<file path="config.mk">
export PLATFORM = sky130hd
export DESIGN_NAME = mlfq_process_scheduler_flat
export DESIGN_NICKNAME = d
export VERILOG_FILES = /design/src/rtl/core/mlfq_pkg.sv /design/src/rtl/core/mlfq_if.sv /design/src/rtl/core/mlfq_ram.sv /design/src/rtl/core/mlfq_process_scheduler.sv /design/src/flat_wrapper.sv
export SDC_FILE = /design/constraint.sdc
export NUM_CORES = 2
export LEC_CHECK = 0
export BUFFER_PORTS_ARGS = -buffer_cell sky130_fd_sc_hd__buf_2
export CORE_MARGIN = 8
export CORE_UTILIZATION = 58
export DETAILED_ROUTE_END_ITERATION = 8
export PLACE_DENSITY = 0.74
export SLEW_MARGIN = 40
export SYNTH_ARGS = -nofsm -noshare
export SYNTH_HDL_FRONTEND = slang
export SYNTH_SLANG_ARGS = --single-unit
</file>
<file path="constraint.sdc">
create_clock -name clk_i -period 16 [get_ports clk_i]
set_clock_uncertainty 0.2 [all_clocks]
set_input_delay 1.6 -clock clk_i [delete_from_list [all_inputs] [get_ports clk_i]]
set_output_delay 1.6 -clock clk_i [all_outputs]
set_load 0.05 [all_outputs]
</file>
<file path="src/rtl/core/mlfq_pkg.sv">
// Shared types, constants and helper functions of the multilevel feedback queue scheduler.
package mlfq_pkg;

  // Sizes of the scheduler.
  localparam int LEVELS    = 6;
  localparam int PROCESSES = 64;
  localparam int PID_W     = 6;
  localparam int LVL_W     = 3;
  localparam int SLICE_W   = 13;
  localparam int BASE_W    = 8;
  localparam int CNT_W     = 7;

  // Widest value a reload shift can produce before saturation.
  localparam int RELOAD_W = BASE_W + (1 << LVL_W) - 1;

  typedef logic [PID_W-1:0]   pid_t;
  typedef logic [LVL_W-1:0]   lvl_t;
  typedef logic [SLICE_W-1:0] slice_t;
  typedef logic [BASE_W-1:0]  base_t;
  typedef logic [CNT_W-1:0]   cnt_t;

  localparam slice_t SLICE_MAX  = '1;
  localparam base_t  BASE_RESET = 8'd5;

  typedef enum logic [1:0] {
    OP_ENQUEUE = 2'd0,
    OP_DEQUEUE = 2'd1,
    OP_PICK    = 2'd2,
    OP_TICK    = 2'd3
  } opcode_e;

  // One entry of the per-process table.
  typedef struct packed {
    lvl_t   level;
    slice_t slice;
  } proc_entry_t;

  // One result word as held in the output register.
  typedef struct packed {
    logic   pick_valid;
    pid_t   picked_id;
    logic   resched_req;
    slice_t slice_left;
    cnt_t   queued_count;
  } rsp_t;

  // Slice of a level: base shifted left by the level, saturated.
  function automatic slice_t reload_slice(base_t base, lvl_t lvl);
    logic [RELOAD_W-1:0] wide;
    wide = RELOAD_W'(base) << lvl;
    if (wide > RELOAD_W'(SLICE_MAX)) begin
      return SLICE_MAX;
    end
    return wide[SLICE_W-1:0];
  endfunction

  // Levels beyond the lowest one map onto the lowest one.
  function automatic lvl_t clamp_level(lvl_t lvl);
    return (lvl > lvl_t'(LEVELS - 1)) ? lvl_t'(LEVELS - 1) : lvl;
  endfunction

endpackage

</file>
<file path="src/rtl/core/mlfq_if.sv">
// Valid/ready channel interfaces for the scheduler's command and result words.
interface mlfq_cmd_if;
  import mlfq_pkg::*;

  logic       valid;
  logic       ready;
  logic [1:0] opcode;
  pid_t       process_id;

  modport source (output valid, output opcode, output process_id, input ready);
  modport sink   (input valid, input opcode, input process_id, output ready);
endinterface

interface mlfq_rsp_if;
  import mlfq_pkg::*;

  logic   valid;
  logic   ready;
  logic   pick_valid;
  pid_t   picked_id;
  logic   resched_req;
  slice_t slice_left;
  cnt_t   queued_count;

  modport source (output valid, output pick_valid, output picked_id, output resched_req,
                  output slice_left, output queued_count, input ready);
  modport sink   (input valid, input pick_valid, input picked_id, input resched_req,
                  input slice_left, input queued_count, output ready);
endinterface

</file>
<file path="src/rtl/core/mlfq_ram.sv">
// Generic single-write, single-read RAM with a registered read port.
module mlfq_ram #(
  parameter int WIDTH = 8,
  parameter int DEPTH = 64
) (
  input  logic                     clk_i,
  input  logic                     we_i,
  input  logic [$clog2(DEPTH)-1:0] waddr_i,
  input  logic [WIDTH-1:0]         wdata_i,
  input  logic                     re_i,
  input  logic [$clog2(DEPTH)-1:0] raddr_i,
  output logic [WIDTH-1:0]         rdata_o
);

  logic [WIDTH-1:0] mem_q [DEPTH];
  logic [WIDTH-1:0] rdata_q;

  // Write port.
  always_ff @(posedge clk_i) begin
    if (we_i) begin
      mem_q[waddr_i] <= wdata_i;
    end
  end

  // Read port returns the old contents on a same-cycle write and holds when idle.
  always_ff @(posedge clk_i) begin
    if (re_i) begin
      rdata_q <= mem_q[raddr_i];
    end
  end

  assign rdata_o = rdata_q;

endmodule

</file>
<file path="src/rtl/core/mlfq_process_scheduler.sv">
// Top level of the multilevel feedback queue scheduler.
//
//   Channel   Direction  Carries
//   cmd_i     in         opcode, process_id
//   rsp_o     out        pick_valid, picked_id, resched_req, slice_left, queued_count
//   cfg       in         base_slice (cfg_we_i, cfg_wdata_i)
//
// One word enters per cycle while the execute stage is free to pass its word on; the
// table reads are registered at the accepting edge together with the word, and
// execution completes into the result register once the output is free.
// Reset clears levels, slices, queue flags and the count at once; no clearing pass.
// A stalled result holds the execute stage, which in turn holds cmd_i.ready low.
module mlfq_process_scheduler (
  input  logic                  clk_i,
  input  logic                  rst_ni,
  input  logic                  cfg_we_i,
  input  logic [7:0]            cfg_wdata_i,
  mlfq_cmd_if.sink              cmd_i,
  mlfq_rsp_if.source            rsp_o
);
  import mlfq_pkg::*;

  // Index of the highest-priority non-empty level.
  function automatic lvl_t first_level(logic [LEVELS-1:0] nonempty);
    lvl_t lvl;
    lvl = '0;
    for (int i = LEVELS - 1; i >= 0; i--) begin
      if (nonempty[i]) begin
        lvl = lvl_t'(i);
      end
    end
    return lvl;
  endfunction

  // Handshake and pipeline control.
  logic    accept, commit;
  logic    ex_valid_q;
  opcode_e ex_op_q;
  pid_t    ex_id_q, ex_paddr_q;
  logic    rsp_valid_q;
  rsp_t    rsp_q, rsp_d;

  // Scheduler state in flip-flops.
  base_t              base_q;
  pid_t               head_q [LEVELS];
  pid_t               head_d [LEVELS];
  pid_t               head_nx [LEVELS];
  pid_t               tail_q [LEVELS];
  pid_t               tail_d [LEVELS];
  logic [LEVELS-1:0]  nonempty_q, nonempty_d, nonempty_nx;
  logic [PROCESSES-1:0] queued_q, queued_d;
  logic [PROCESSES-1:0] pvalid_q;
  cnt_t               total_q, total_d;

  // Table ports.
  pid_t        acc_paddr;
  proc_entry_t proc_rdata, proc_raw, proc_cur, proc_wdata;
  pid_t        next_rdata, next_cur, next_waddr, next_wdata;
  pid_t        prev_rdata, prev_cur, prev_waddr, prev_wdata;
  lvl_t        lol_rdata, lol_cur, lol_wdata;
  logic        proc_we, next_we, prev_we, lol_we;

  // Bypass of the write made in the same cycle as the read was issued.
  logic        pfwd_en_q, nfwd_en_q, rfwd_en_q, lfwd_en_q;
  pid_t        pfwd_addr_q, nfwd_addr_q, nfwd_data_q, rfwd_addr_q, rfwd_data_q, lfwd_addr_q;
  proc_entry_t pfwd_data_q;
  lvl_t        lfwd_data_q;

  // Execute-stage decode.
  logic   pick_found;
  lvl_t   enq_lvl, deq_lvl;
  slice_t reload;
  logic   at_head, at_tail;

  assign commit        = ex_valid_q && (!rsp_valid_q || rsp_o.ready);
  assign cmd_i.ready   = !ex_valid_q || commit;
  assign accept        = cmd_i.valid && cmd_i.ready;

  // Level state as it stands after this cycle's commit, for the pick address.
  always_comb begin
    if (commit) begin
      nonempty_nx = nonempty_d;
      head_nx     = head_d;
    end else begin
      nonempty_nx = nonempty_q;
      head_nx     = head_q;
    end
    acc_paddr   = (opcode_e'(cmd_i.opcode) == OP_PICK) ? head_nx[first_level(nonempty_nx)]
                                                       : cmd_i.process_id;
  end

  // Table read data with bypass and the reset-value mask.
  always_comb begin
    proc_raw = (pfwd_en_q && pfwd_addr_q == ex_paddr_q) ? pfwd_data_q : proc_rdata;
    proc_cur = pvalid_q[ex_paddr_q] ? proc_raw : '0;
    next_cur = (nfwd_en_q && nfwd_addr_q == ex_id_q) ? nfwd_data_q : next_rdata;
    prev_cur = (rfwd_en_q && rfwd_addr_q == ex_id_q) ? rfwd_data_q : prev_rdata;
    lol_cur  = (lfwd_en_q && lfwd_addr_q == ex_id_q) ? lfwd_data_q : lol_rdata;
  end

  // Execute one word: state updates, table writes and the result word.
  always_comb begin
    head_d     = head_q;
    tail_d     = tail_q;
    nonempty_d = nonempty_q;
    queued_d   = queued_q;
    total_d    = total_q;
    proc_we    = 1'b0;
    proc_wdata = proc_cur;
    next_we    = 1'b0;
    next_waddr = ex_id_q;
    next_wdata = ex_id_q;
    prev_we    = 1'b0;
    prev_waddr = ex_id_q;
    prev_wdata = ex_id_q;
    lol_we     = 1'b0;
    pick_found = |nonempty_q;
    enq_lvl    = clamp_level(proc_cur.level);
    deq_lvl    = clamp_level(lol_cur);
    lol_wdata  = enq_lvl;
    reload     = reload_slice(base_q, enq_lvl);
    at_head    = (head_q[deq_lvl] == ex_id_q);
    at_tail    = (tail_q[deq_lvl] == ex_id_q);
    rsp_d      = '0;

    case (ex_op_q)
      OP_PICK: begin
        if (pick_found) begin
          proc_we = 1'b1;
          if (proc_cur.level < lvl_t'(LEVELS - 1)) begin
            proc_wdata.level = proc_cur.level + lvl_t'(1);
          end
        end
      end
      OP_ENQUEUE: begin
        if (!queued_q[ex_id_q]) begin
          // Append behind the current tail, or start a new list.
          if (nonempty_q[enq_lvl]) begin
            next_we    = 1'b1;
            next_waddr = tail_q[enq_lvl];
            prev_we    = 1'b1;
            prev_wdata = tail_q[enq_lvl];
          end else begin
            head_d[enq_lvl]     = ex_id_q;
            nonempty_d[enq_lvl] = 1'b1;
          end
          tail_d[enq_lvl]   = ex_id_q;
          lol_we            = 1'b1;
          queued_d[ex_id_q] = 1'b1;
          total_d           = total_q + cnt_t'(1);
          proc_we           = 1'b1;
          if (proc_cur.slice == '0 || proc_cur.slice > reload) begin
            proc_wdata.slice = reload;
          end
        end
      end
      OP_DEQUEUE: begin
        if (queued_q[ex_id_q]) begin
          // Unlink from the list the id was appended to.
          if (at_head && at_tail) begin
            nonempty_d[deq_lvl] = 1'b0;
          end else if (at_head) begin
            head_d[deq_lvl] = next_cur;
          end else if (at_tail) begin
            tail_d[deq_lvl] = prev_cur;
          end else begin
            next_we    = 1'b1;
            next_waddr = prev_cur;
            next_wdata = next_cur;
            prev_we    = 1'b1;
            prev_waddr = next_cur;
            prev_wdata = prev_cur;
          end
          queued_d[ex_id_q] = 1'b0;
          total_d           = total_q - cnt_t'(1);
        end
      end
      OP_TICK: begin
        proc_we = 1'b1;
        if (proc_cur.slice != '0) begin
          proc_wdata.slice = proc_cur.slice - slice_t'(1);
        end
        rsp_d.resched_req = (proc_wdata.slice == '0);
      end
      default: ;
    endcase

    // Result word.
    if (ex_op_q == OP_PICK) begin
      if (pick_found) begin
        rsp_d.pick_valid = 1'b1;
        rsp_d.picked_id  = ex_paddr_q;
        rsp_d.slice_left = proc_cur.slice;
      end
    end else begin
      rsp_d.slice_left = proc_wdata.slice;
    end
    rsp_d.queued_count = total_d;
  end

  // Per-process level and slice.
  mlfq_ram #(.WIDTH($bits(proc_entry_t)), .DEPTH(PROCESSES)) u_proc_ram (
    .clk_i   (clk_i),
    .we_i    (commit && proc_we),
    .waddr_i (ex_paddr_q),
    .wdata_i (proc_wdata),
    .re_i    (accept),
    .raddr_i (acc_paddr),
    .rdata_o (proc_rdata)
  );

  // Forward links of the level lists.
  mlfq_ram #(.WIDTH(PID_W), .DEPTH(PROCESSES)) u_next_ram (
    .clk_i   (clk_i),
    .we_i    (commit && next_we),
    .waddr_i (next_waddr),
    .wdata_i (next_wdata),
    .re_i    (accept),
    .raddr_i (cmd_i.process_id),
    .rdata_o (next_rdata)
  );

  // Backward links of the level lists.
  mlfq_ram #(.WIDTH(PID_W), .DEPTH(PROCESSES)) u_prev_ram (
    .clk_i   (clk_i),
    .we_i    (commit && prev_we),
    .waddr_i (prev_waddr),
    .wdata_i (prev_wdata),
    .re_i    (accept),
    .raddr_i (cmd_i.process_id),
    .rdata_o (prev_rdata)
  );

  // Level whose list each queued id was appended to.
  mlfq_ram #(.WIDTH(LVL_W), .DEPTH(PROCESSES)) u_lol_ram (
    .clk_i   (clk_i),
    .we_i    (commit && lol_we),
    .waddr_i (ex_id_q),
    .wdata_i (lol_wdata),
    .re_i    (accept),
    .raddr_i (cmd_i.process_id),
    .rdata_o (lol_rdata)
  );

  // Control state.
  always_ff @(posedge clk_i or negedge rst_ni) begin
    if (!rst_ni) begin
      ex_valid_q  <= 1'b0;
      rsp_valid_q <= 1'b0;
      base_q      <= BASE_RESET;
      nonempty_q  <= '0;
      queued_q    <= '0;
      pvalid_q    <= '0;
      total_q     <= '0;
      pfwd_en_q   <= 1'b0;
      nfwd_en_q   <= 1'b0;
      rfwd_en_q   <= 1'b0;
      lfwd_en_q   <= 1'b0;
    end else begin
      if (cfg_we_i) begin
        base_q <= cfg_wdata_i;
      end
      if (cmd_i.ready) begin
        ex_valid_q <= cmd_i.valid;
      end
      if (commit) begin
        rsp_valid_q <= 1'b1;
      end else if (rsp_o.ready) begin
        rsp_valid_q <= 1'b0;
      end
      if (commit) begin
        nonempty_q <= nonempty_d;
        queued_q   <= queued_d;
        total_q    <= total_d;
        if (proc_we) begin
          pvalid_q[ex_paddr_q] <= 1'b1;
        end
      end
      // The bypass stays with the word whose reads were issued at this edge.
      if (accept) begin
        pfwd_en_q <= commit && proc_we;
        nfwd_en_q <= commit && next_we;
        rfwd_en_q <= commit && prev_we;
        lfwd_en_q <= commit && lol_we;
      end
    end
  end

  // Payload registers.
  always_ff @(posedge clk_i) begin
    if (accept) begin
      ex_op_q     <= opcode_e'(cmd_i.opcode);
      ex_id_q     <= cmd_i.process_id;
      ex_paddr_q  <= acc_paddr;
      pfwd_addr_q <= ex_paddr_q;
      pfwd_data_q <= proc_wdata;
      nfwd_addr_q <= next_waddr;
      nfwd_data_q <= next_wdata;
      rfwd_addr_q <= prev_waddr;
      rfwd_data_q <= prev_wdata;
      lfwd_addr_q <= ex_id_q;
      lfwd_data_q <= lol_wdata;
    end
    if (commit) begin
      rsp_q  <= rsp_d;
      head_q <= head_d;
      tail_q <= tail_d;
    end
  end

  assign rsp_o.valid        = rsp_valid_q;
  assign rsp_o.pick_valid   = rsp_q.pick_valid;
  assign rsp_o.picked_id    = rsp_q.picked_id;
  assign rsp_o.resched_req  = rsp_q.resched_req;
  assign rsp_o.slice_left   = rsp_q.slice_left;
  assign rsp_o.queued_count = rsp_q.queued_count;

endmodule

</file>
<file path="src/flat_wrapper.sv">
// flat-port wrapper written by rule: the top's interface ports become plain ports
module mlfq_process_scheduler_flat import mlfq_pkg::*;
  (clk_i, rst_ni, cfg_we_i, cfg_wdata_i, cmd_i_valid, cmd_i_opcode, cmd_i_process_id, cmd_i_ready, rsp_o_valid, rsp_o_pick_valid, rsp_o_picked_id, rsp_o_resched_req, rsp_o_slice_left, rsp_o_queued_count, rsp_o_ready);
  mlfq_cmd_if cmd_i_i ();
  mlfq_rsp_if rsp_o_i ();
  input  logic clk_i;
  input  logic rst_ni;
  input  logic cfg_we_i;
  input  logic [7:0] cfg_wdata_i;
  input wire logic [$bits(cmd_i_i.valid)-1:0] cmd_i_valid;
  input wire logic [$bits(cmd_i_i.opcode)-1:0] cmd_i_opcode;
  input wire logic [$bits(cmd_i_i.process_id)-1:0] cmd_i_process_id;
  output wire logic [$bits(cmd_i_i.ready)-1:0] cmd_i_ready;
  output wire logic [$bits(rsp_o_i.valid)-1:0] rsp_o_valid;
  output wire logic [$bits(rsp_o_i.pick_valid)-1:0] rsp_o_pick_valid;
  output wire logic [$bits(rsp_o_i.picked_id)-1:0] rsp_o_picked_id;
  output wire logic [$bits(rsp_o_i.resched_req)-1:0] rsp_o_resched_req;
  output wire logic [$bits(rsp_o_i.slice_left)-1:0] rsp_o_slice_left;
  output wire logic [$bits(rsp_o_i.queued_count)-1:0] rsp_o_queued_count;
  input wire logic [$bits(rsp_o_i.ready)-1:0] rsp_o_ready;
  assign cmd_i_i.valid = cmd_i_valid;
  assign cmd_i_i.opcode = cmd_i_opcode;
  assign cmd_i_i.process_id = cmd_i_process_id;
  assign cmd_i_ready = cmd_i_i.ready;
  assign rsp_o_valid = rsp_o_i.valid;
  assign rsp_o_pick_valid = rsp_o_i.pick_valid;
  assign rsp_o_picked_id = rsp_o_i.picked_id;
  assign rsp_o_resched_req = rsp_o_i.resched_req;
  assign rsp_o_slice_left = rsp_o_i.slice_left;
  assign rsp_o_queued_count = rsp_o_i.queued_count;
  assign rsp_o_i.ready = rsp_o_ready;
  mlfq_process_scheduler u_core (.clk_i(clk_i), .rst_ni(rst_ni), .cfg_we_i(cfg_we_i), .cfg_wdata_i(cfg_wdata_i), .cmd_i(cmd_i_i), .rsp_o(rsp_o_i));
endmodule
</file>
After elaboration in Yosys (flattened, before gate mapping)
Memories as Yosys holds them, arrays and structs flattened. A register that Yosys moved wholly into a read port is not among the register bits.
Index checks and enable logic that the tools add are counted.
{"block": "op_classes", "n_addsub": 4, "n_lt_le_gt_ge": 18, "eq_ne": 15, "n_shift": 1, "mux": 118, "bitwise": 10, "reduce_logical": 32}
{"op": "$mux 36", "n": 11}
{"op": "$mux 6", "n": 29}
{"op": "$bwmux 36", "n": 4}
{"op": "$pmux 36 s2", "n": 2}
{"op": "$mux 64", "n": 2}
{"op": "$or 64x64->64", "n": 2}
{"op": "$pmux 64 s2", "n": 1}
{"op": "$mux 13", "n": 8}
{"op": "$bmux 6 s3", "n": 4}
{"op": "$and 64x64->64", "n": 1}
{"op": "$not 64->64", "n": 1}
{"op": "$demux 6 s3", "n": 2}
{"op": "$eq 6x6->1", "n": 6}
{"op": "$mux 3", "n": 12}
{"op": "$mux 16", "n": 2}
{"op": "$logic_not 13->1", "n": 2}
{"op": "$pmux 13 s2", "n": 1}
{"op": "$mux 1", "n": 25}
{"op": "$pmux 6 s2", "n": 2}
{"op": "$mux 7", "n": 3}
{"op": "$logic_and 1x1->1", "n": 16}
{"op": "$gt 15x13->1 const B", "n": 1}
{"op": "$shl 8x3->15", "n": 1}
{"op": "$lt 6x7->1 const B", "n": 2}
{"op": "other kinds (36)", "n": 58}
{"block": "word_totals", "regBits": 311, "mem_bits_rw": 1984, "inputBits": 21, "output_inout_bits": 30, "elab_cells": 239, "memories": 4}
{"name": "u_core.u_proc_ram.mem_q", "words": 64, "word_bits": 16, "rd": 1, "rd_clocked_by_memory_dff": 1, "wr": 1, "line_no": "mlfq_ram.sv:15", "text": "logic [WIDTH-1:0] mem_q [DEPTH];"}
{"name": "u_core.u_next_ram.mem_q", "words": 64, "word_bits": 6, "rd": 1, "rd_clocked_by_memory_dff": 1, "wr": 1, "line_no": "mlfq_ram.sv:15"}
{"name": "u_core.u_prev_ram.mem_q", "words": 64, "word_bits": 6, "rd": 1, "rd_clocked_by_memory_dff": 1, "wr": 1, "line_no": "mlfq_ram.sv:15"}
{"name": "u_core.u_lol_ram.mem_q", "words": 64, "word_bits": 3, "rd": 1, "rd_clocked_by_memory_dff": 1, "wr": 1, "line_no": "mlfq_ram.sv:15"}

Depth between registers and ports, before layout
{"block": "logic_depth", "depth_word": 26, "mapped_depth": 36, "depth_no_buf": 28}

Cells and area by module
A second synthesis with hierarchy kept.
{"block": "hier_totals", "hier_cells": 5583, "area_unflattened_um2": 97009.3}
{"mod": "mlfq_ram at u_core.u_proc_ram", "instances": 1, "cells_per_inst": 1829, "area_each_um2": 40202.3, "seq_area_each_um2": 31230.0}
{"mod": "mlfq_ram at u_core.u_next_ram ...", "instances": 2, "cells_per_inst": 720, "area_each_um2": 15285.9, "seq_area_each_um2": 11711.2}
{"mod": "mlfq_process_scheduler", "instances": 1, "cells_per_inst": 1882, "area_each_um2": 18290.0, "seq_area_each_um2": 8210.4}
{"mod": "mlfq_ram at u_core.u_lol_ram", "instances": 1, "cells_per_inst": 432, "area_each_um2": 7945.1, "seq_area_each_um2": 5855.6}

Least setup slack after synthesis
Ideal clock, no wire load.
{"block": "synth_path", "path_kind": "reg-to-reg", "start": "reg u_core.ex_paddr_q[2]", "end": "reg u_core.pfwd_data_q[11] (netlist name) (data pin)", "setup_ps": 565, "t_arrival_ps": 8990, "t_required_ps": 15235, "slack_ps": 6246, "stages_incl_launch_ff": 33, "n_path_buf": 6, "period_less_slack_ps": 9754, "cell_sequence": "edfxtp_1 > clkbuf_1 > buf_1 > mux4_2 > mux2i_1 > nor2_1 > a211o_1 > a211oi_1 > clkbuf_1 > clkbuf_1 > nor2_1 > clkbuf_1 > clkbuf_1 > nand3b_1 > o21ai_0 > o21ai_0 > ha_1 > o21a_1 > o21a_1 > o21a_1 > o21a_1 > o21a_1 > o21a_1 > o21a_1 > o21a_1 > o21a_1 > o21a_1 > o21ai_0 > a21oi_1 > nor2_1 > mux2i_1 > a22oi_1 > o22ai_1"}
{"item": "start: declaration", "line_no": "mlfq_process_scheduler.sv:39", "text": "pid_t ex_id_q, ex_paddr_q;"}
{"item": "start signal: assignment", "line_no": "mlfq_process_scheduler.sv:294", "text": "ex_paddr_q <= acc_paddr;"}
{"item": "end signal: assignment", "line_no": "mlfq_process_scheduler.sv:296", "text": "pfwd_data_q <= proc_wdata;"}
{"item": "end: declaration", "line_no": "mlfq_process_scheduler.sv:66", "text": "proc_entry_t pfwd_data_q;"}

Final worst setup path
{"block": "layout_path", "start": "reg u_core.ex_id_q[1]", "end": "reg u_core.u_proc_ram.rdata_q[13], in the netlist u_core.u_proc_ram.rdata_o[13] (read register of u_core.u_proc_ram.mem_q) (data pin)"}
{"block": "layout_via", "elab_cells_between_ends": 57, "classes_between": "5 x order compare; 4 x eq/ne; 39 x mux; 4 x bitwise; 5 x reduce/logical"}
{"item": "start: declaration", "line_no": "mlfq_process_scheduler.sv:39"}
{"item": "start signal: assignment", "line_no": "mlfq_process_scheduler.sv:293", "text": "ex_id_q <= cmd_i.process_id;"}
{"item": "$eq 6x6->1", "line_no": "mlfq_process_scheduler.sv:98", "text": "lol_cur = (lfwd_en_q && lfwd_addr_q == ex_id_q) ? lfwd_data_q : lol_rdata;"}
{"item": "$logic_and 1x1->1", "line_no": "mlfq_process_scheduler.sv:98"}
{"item": "$mux 3", "line_no": "mlfq_process_scheduler.sv:98"}
{"item": "$gt 3x3->1", "line_no": "mlfq_pkg.sv:59", "text": "return (lvl > lvl_t'(LEVELS - 1)) ? lvl_t'(LEVELS - 1) : lvl;"}
{"item": "$mux 3", "line_no": "mlfq_pkg.sv:59"}
{"item": "$lt 3x4->1 (not written as such), or another cell as far along", "line_no": "mlfq_process_scheduler.sv:161", "text": "nonempty_d[deq_lvl] = 1'b0;"}
{"item": "$logic_and 1x1->1 (not written as such), or another cell as far along", "line_no": "mlfq_process_scheduler.sv:161"}
{"item": "$mux 1 (not written as such), or another cell as far along", "line_no": "mlfq_process_scheduler.sv:161"}
{"item": "(+5 left out)"}
{"item": "$pmux 6 s2 (*)", "line_no": "mlfq_process_scheduler.sv:126", "text": "case (ex_op_q)"}
{"item": "$mux 6 (*)"}
{"item": "named net u_core.nonempty_nx[0]", "line_no": "mlfq_process_scheduler.sv:50", "text": "logic [LEVELS-1:0] nonempty_q, nonempty_d, nonempty_nx;"}
{"item": "$mux 3 (*)", "line_no": "mlfq_process_scheduler.sv:28", "text": "if (nonempty[i]) begin"}
{"item": "$not 3->4 (not written as such) (*)", "line_no": "mlfq_process_scheduler.sv:88", "text": "acc_paddr = (opcode_e'(cmd_i.opcode) == OP_PICK) ? head_nx[first_level(nonempty_nx)]"}
{"item": "$bmux 6 s3 (*)", "line_no": "mlfq_process_scheduler.sv:88"}
{"item": "$mux 6 (not written as such) (*) (2 in series)", "line_no": "mlfq_process_scheduler.sv:88"}
{"item": "$mux 6 (*)", "line_no": "mlfq_process_scheduler.sv:88"}
{"item": "end: declaration", "line_no": "mlfq_ram.sv:16", "text": "logic [WIDTH-1:0] rdata_q;"}
Mark *: on every way through the listed nets, which the timed path passes. The rest lies on a longest branch. The select of a mux whose other input is x is not followed.
A chain may end at the register's enable or synchronous reset.

==> results.toml <==
[routing]
drc = 0
drtAntennaViolNets = 0
dr.first_iter.drc_count = 8977
totalWireLength_um = 262000
via_per_inst = 6.68
num_vias = 60398
wl_per_cell_um = 29.0
dr.pass1.iters = 6

[timing]
worst_pin_slew_ns = 0.889
hold_viol = 0
max_slew_margin_pct = 39.1
rsz0062_at_grt = "false"
fin_crit_sh_pct = 62.0
timing.fmax_ghz = 0.101
maxSlewViolCount = 0
final-setup-viol-count = 0
period_needed_ns = 9.92
fin_tns_setup_ns = 0

[die]
die_h_um = 425
initial_core_util_pct = 58.2
num_rows = 150
dieArea_um2 = 180000
core-area_um2 = 166000
die_x_um = 425
pin_count = 51

[global_routing]
grt_use_met3_pct = 6.59
grt_pass1_vias = 58178
use_met2_pct = 43.4
busiest_layer = "met2"
gr-total-overflow = 0
grt_use_met1_pct = 40.8
track_usage_pct = 28.5
grt_max_degree = 201
grt_pass1_wl_um = 386000
grt_antenna_before_repair = 15

[clock_tree]
cts_made_buffers = 221
clkLatencyLatePin_ns = 0.89
cts-resized-gates = 0
clockBufferDepth = 3
post_cts_buffers = 0
cts.htree.levels = 4
holdBufCountCts = 0
cts_tree = "built"
ctsRootBufferMaster = "clkbuf_16"
clk_pin_slew_worst_paths_ns = 0.06
clock_sinks = 2326

[status]
outcome = "finished clean"

[power_and_ir_drop]
power.total_w = 0.0144
p_comb_share_pct = 13.6
intPower_w = 0.0106
swShare_pct = 26.6
switchingPower_w = 0.00383
power.density_nw_per_um2 = 134
pwr-share-clk_pct = 36.6
irDropWorstVdd_mv = 0.140
leakagePower_nw = 36.5
p_seq_share_pct = 49.8

[placement]
dp_hpwl_um = 154000
place_inst = 8618
port_buffers = 50
gp_congestion = 0.964

[min_path]
whs_path_depth = 1
min_path_type = "reg2reg"

[synth]
synth_top_flop_cell = "edfxtp_1"
ys_ff_latch = 2326
yosys.area.top_type = "edfxtp_1"
synth_top_area_share_pct = 66.2
synth_area_leaders = "edfxtp_1, mux4_2, nand2_1"
synthArstFlopShare_pct = 6.62
synth_area_per_cell_um2 = 14.7
synth-seq-area-share_pct = 70.9
syn_inst = 6586
syn-cell-area_um2 = 96900
synth-edff-count = 2136
yosys_warnings = 0
synth_nets = 6629
synth_cell_type_count = 110

[final_layout]
final_common_cell = "edfxtp_1"
fin_util_pct = 64.6
layout_common_cells = "edfxtp_1, nand2_1, nand3_1"
layout.cells.non_filler = 9040
nets = 6685
drive_above_1_share_pct = 16.2
synthToLayoutAreaGrowth_pct = 11.0

[critical_path]
crit_path_end_kind = "flop"
path_class = "reg2reg"
start_kind = "flop"
cp_max_fo = 73
cp.arrival_ns = 10.32
cp_top_family = "compound AO/OA/AOI/OAI gates"
cp_num_buf_inv = 6
reg2regPathDepth = 25
max_stage_delay_ns = 0.88
cp_num_cells = 25
crit_required_ns = 16.40
critPathSlowestCell = "or4_2"
crit_top_cell = "buf_4"

[run]
cap_violations = 0
[routing by layer]
layer,wire length (um),vias to the layer above
met5,99,-
met4,10800,12
met3,29900,655
met2,119000,3944
met1,102000,30371
li1,-,25416
[layout make-up]
class                           instances  area, um^2
Sequential cell                      2326       68700
Fill cell                           11143       59000
Multi-Input combinational cell       3793       26600
Clock buffer                          275        5810
Tap cell                             2204        2760
Timing Repair Buffer                  232        1850
Clock inverter                        137        1500
Inverter                               68         282
Antenna cell                            5        12.5
[power groups by stage]
stage / registers (W) / clock network [W] / logic [W]
floorplan: 0.00729 / 0 / 0.00118
global placement: 0.00728 / 0 / 0.00185
detailed placement: 0.00728 / 0 / 0.00191
CTS: 0.00715 / 0.00530 / 0.00192
global route: 0.00716 / 0.00553 / 0.00209
finish: 0.00716 / 0.00526 / 0.00196
[final timing paths]
kind	from	end	slack [ns]
worst max-delay path	u_core.ex_id_q[1]	u_core.u_proc_ram.rdata_o[13]	6.08
max in group asynchronous	rst_ni	u_core.pvalid_q[55]	13.89
worst min register to register	u_core.pvalid_q[18]	u_core.pvalid_q[18]	0.27
worst max register to register	u_core.ex_id_q[1]	u_core.u_proc_ram.rdata_o[13]	6.08
worst min-delay path	u_core.pvalid_q[18]	u_core.pvalid_q[18]	0.27
min in group asynchronous	rst_ni	async pin	0.37
[stage by stage]
| stage | worst slack, ns | cell area (um^2) | hold slack (ns) |
|---|---|---|---|
| 4_1_cts | 5.76 | 107000 | 0.265 |
| 2_1_floorplan | 6.25 | 96900 | 0.221 |
| 5_1_grt | 5.48 | 108000 | 0.277 |
| 3_5_place_dp | 5.73 | 100000 | 0.251 |
| 6_report | 6.08 | 108000 | 0.268 |
| 3_3_place_gp | 6.02 | 99800 | 0.247 |
[state kept, by name, summed over array words and instances, names as in the netlist, 8 cells and up, named ones only]
| name | flops |
|---|---|
| u_core.base_q | 8 |
| u_core.head_q | 36 |
| u_core.pfwd_data_q | 16 |
| u_core.pvalid_q | 64 |
| u_core.rsp_o.slice_left | 13 |
| u_core.tail_q | 36 |
| u_core.u_lol_ram.mem_q | 192 |
| u_core.u_next_ram.mem_q | 384 |
| u_core.u_prev_ram.mem_q | 384 |
| u_core.u_proc_ram.mem_q | 1024 |
| u_core.u_proc_ram.rdata_o | 16 |
[kinds of logic (layout without fill, tap and decap cells)]
kind of cell	after synthesis	count (layout)	share of synthesized area, %
AO/OA/AOI/OAI	868	868	6.04
XOR/XNOR	31	31	0.296
adder cells (fa/ha/maj)	22	22	0.284
buffers and inverters	467	712	2.13
flip-flops	2326	2326	70.9
multiplexers	445	445	8.87
other	0	5	0
AND/OR/NAND/NOR	2427	2427	11.4
[cell usage after synthesis (all sizes together), types with 82 or more instances]
cell	n
and3	115
o22ai	83
clkbuf	217
nand3	430
or2	82
dfrtp	152
nand2	1093
buf	182
a31oi	142
edfxtp	2136
nor2	421
a21oi	226
o21ai	94
mux4	328
mux2i	89
No activity file was read; power rests on OpenSTA's default activity.
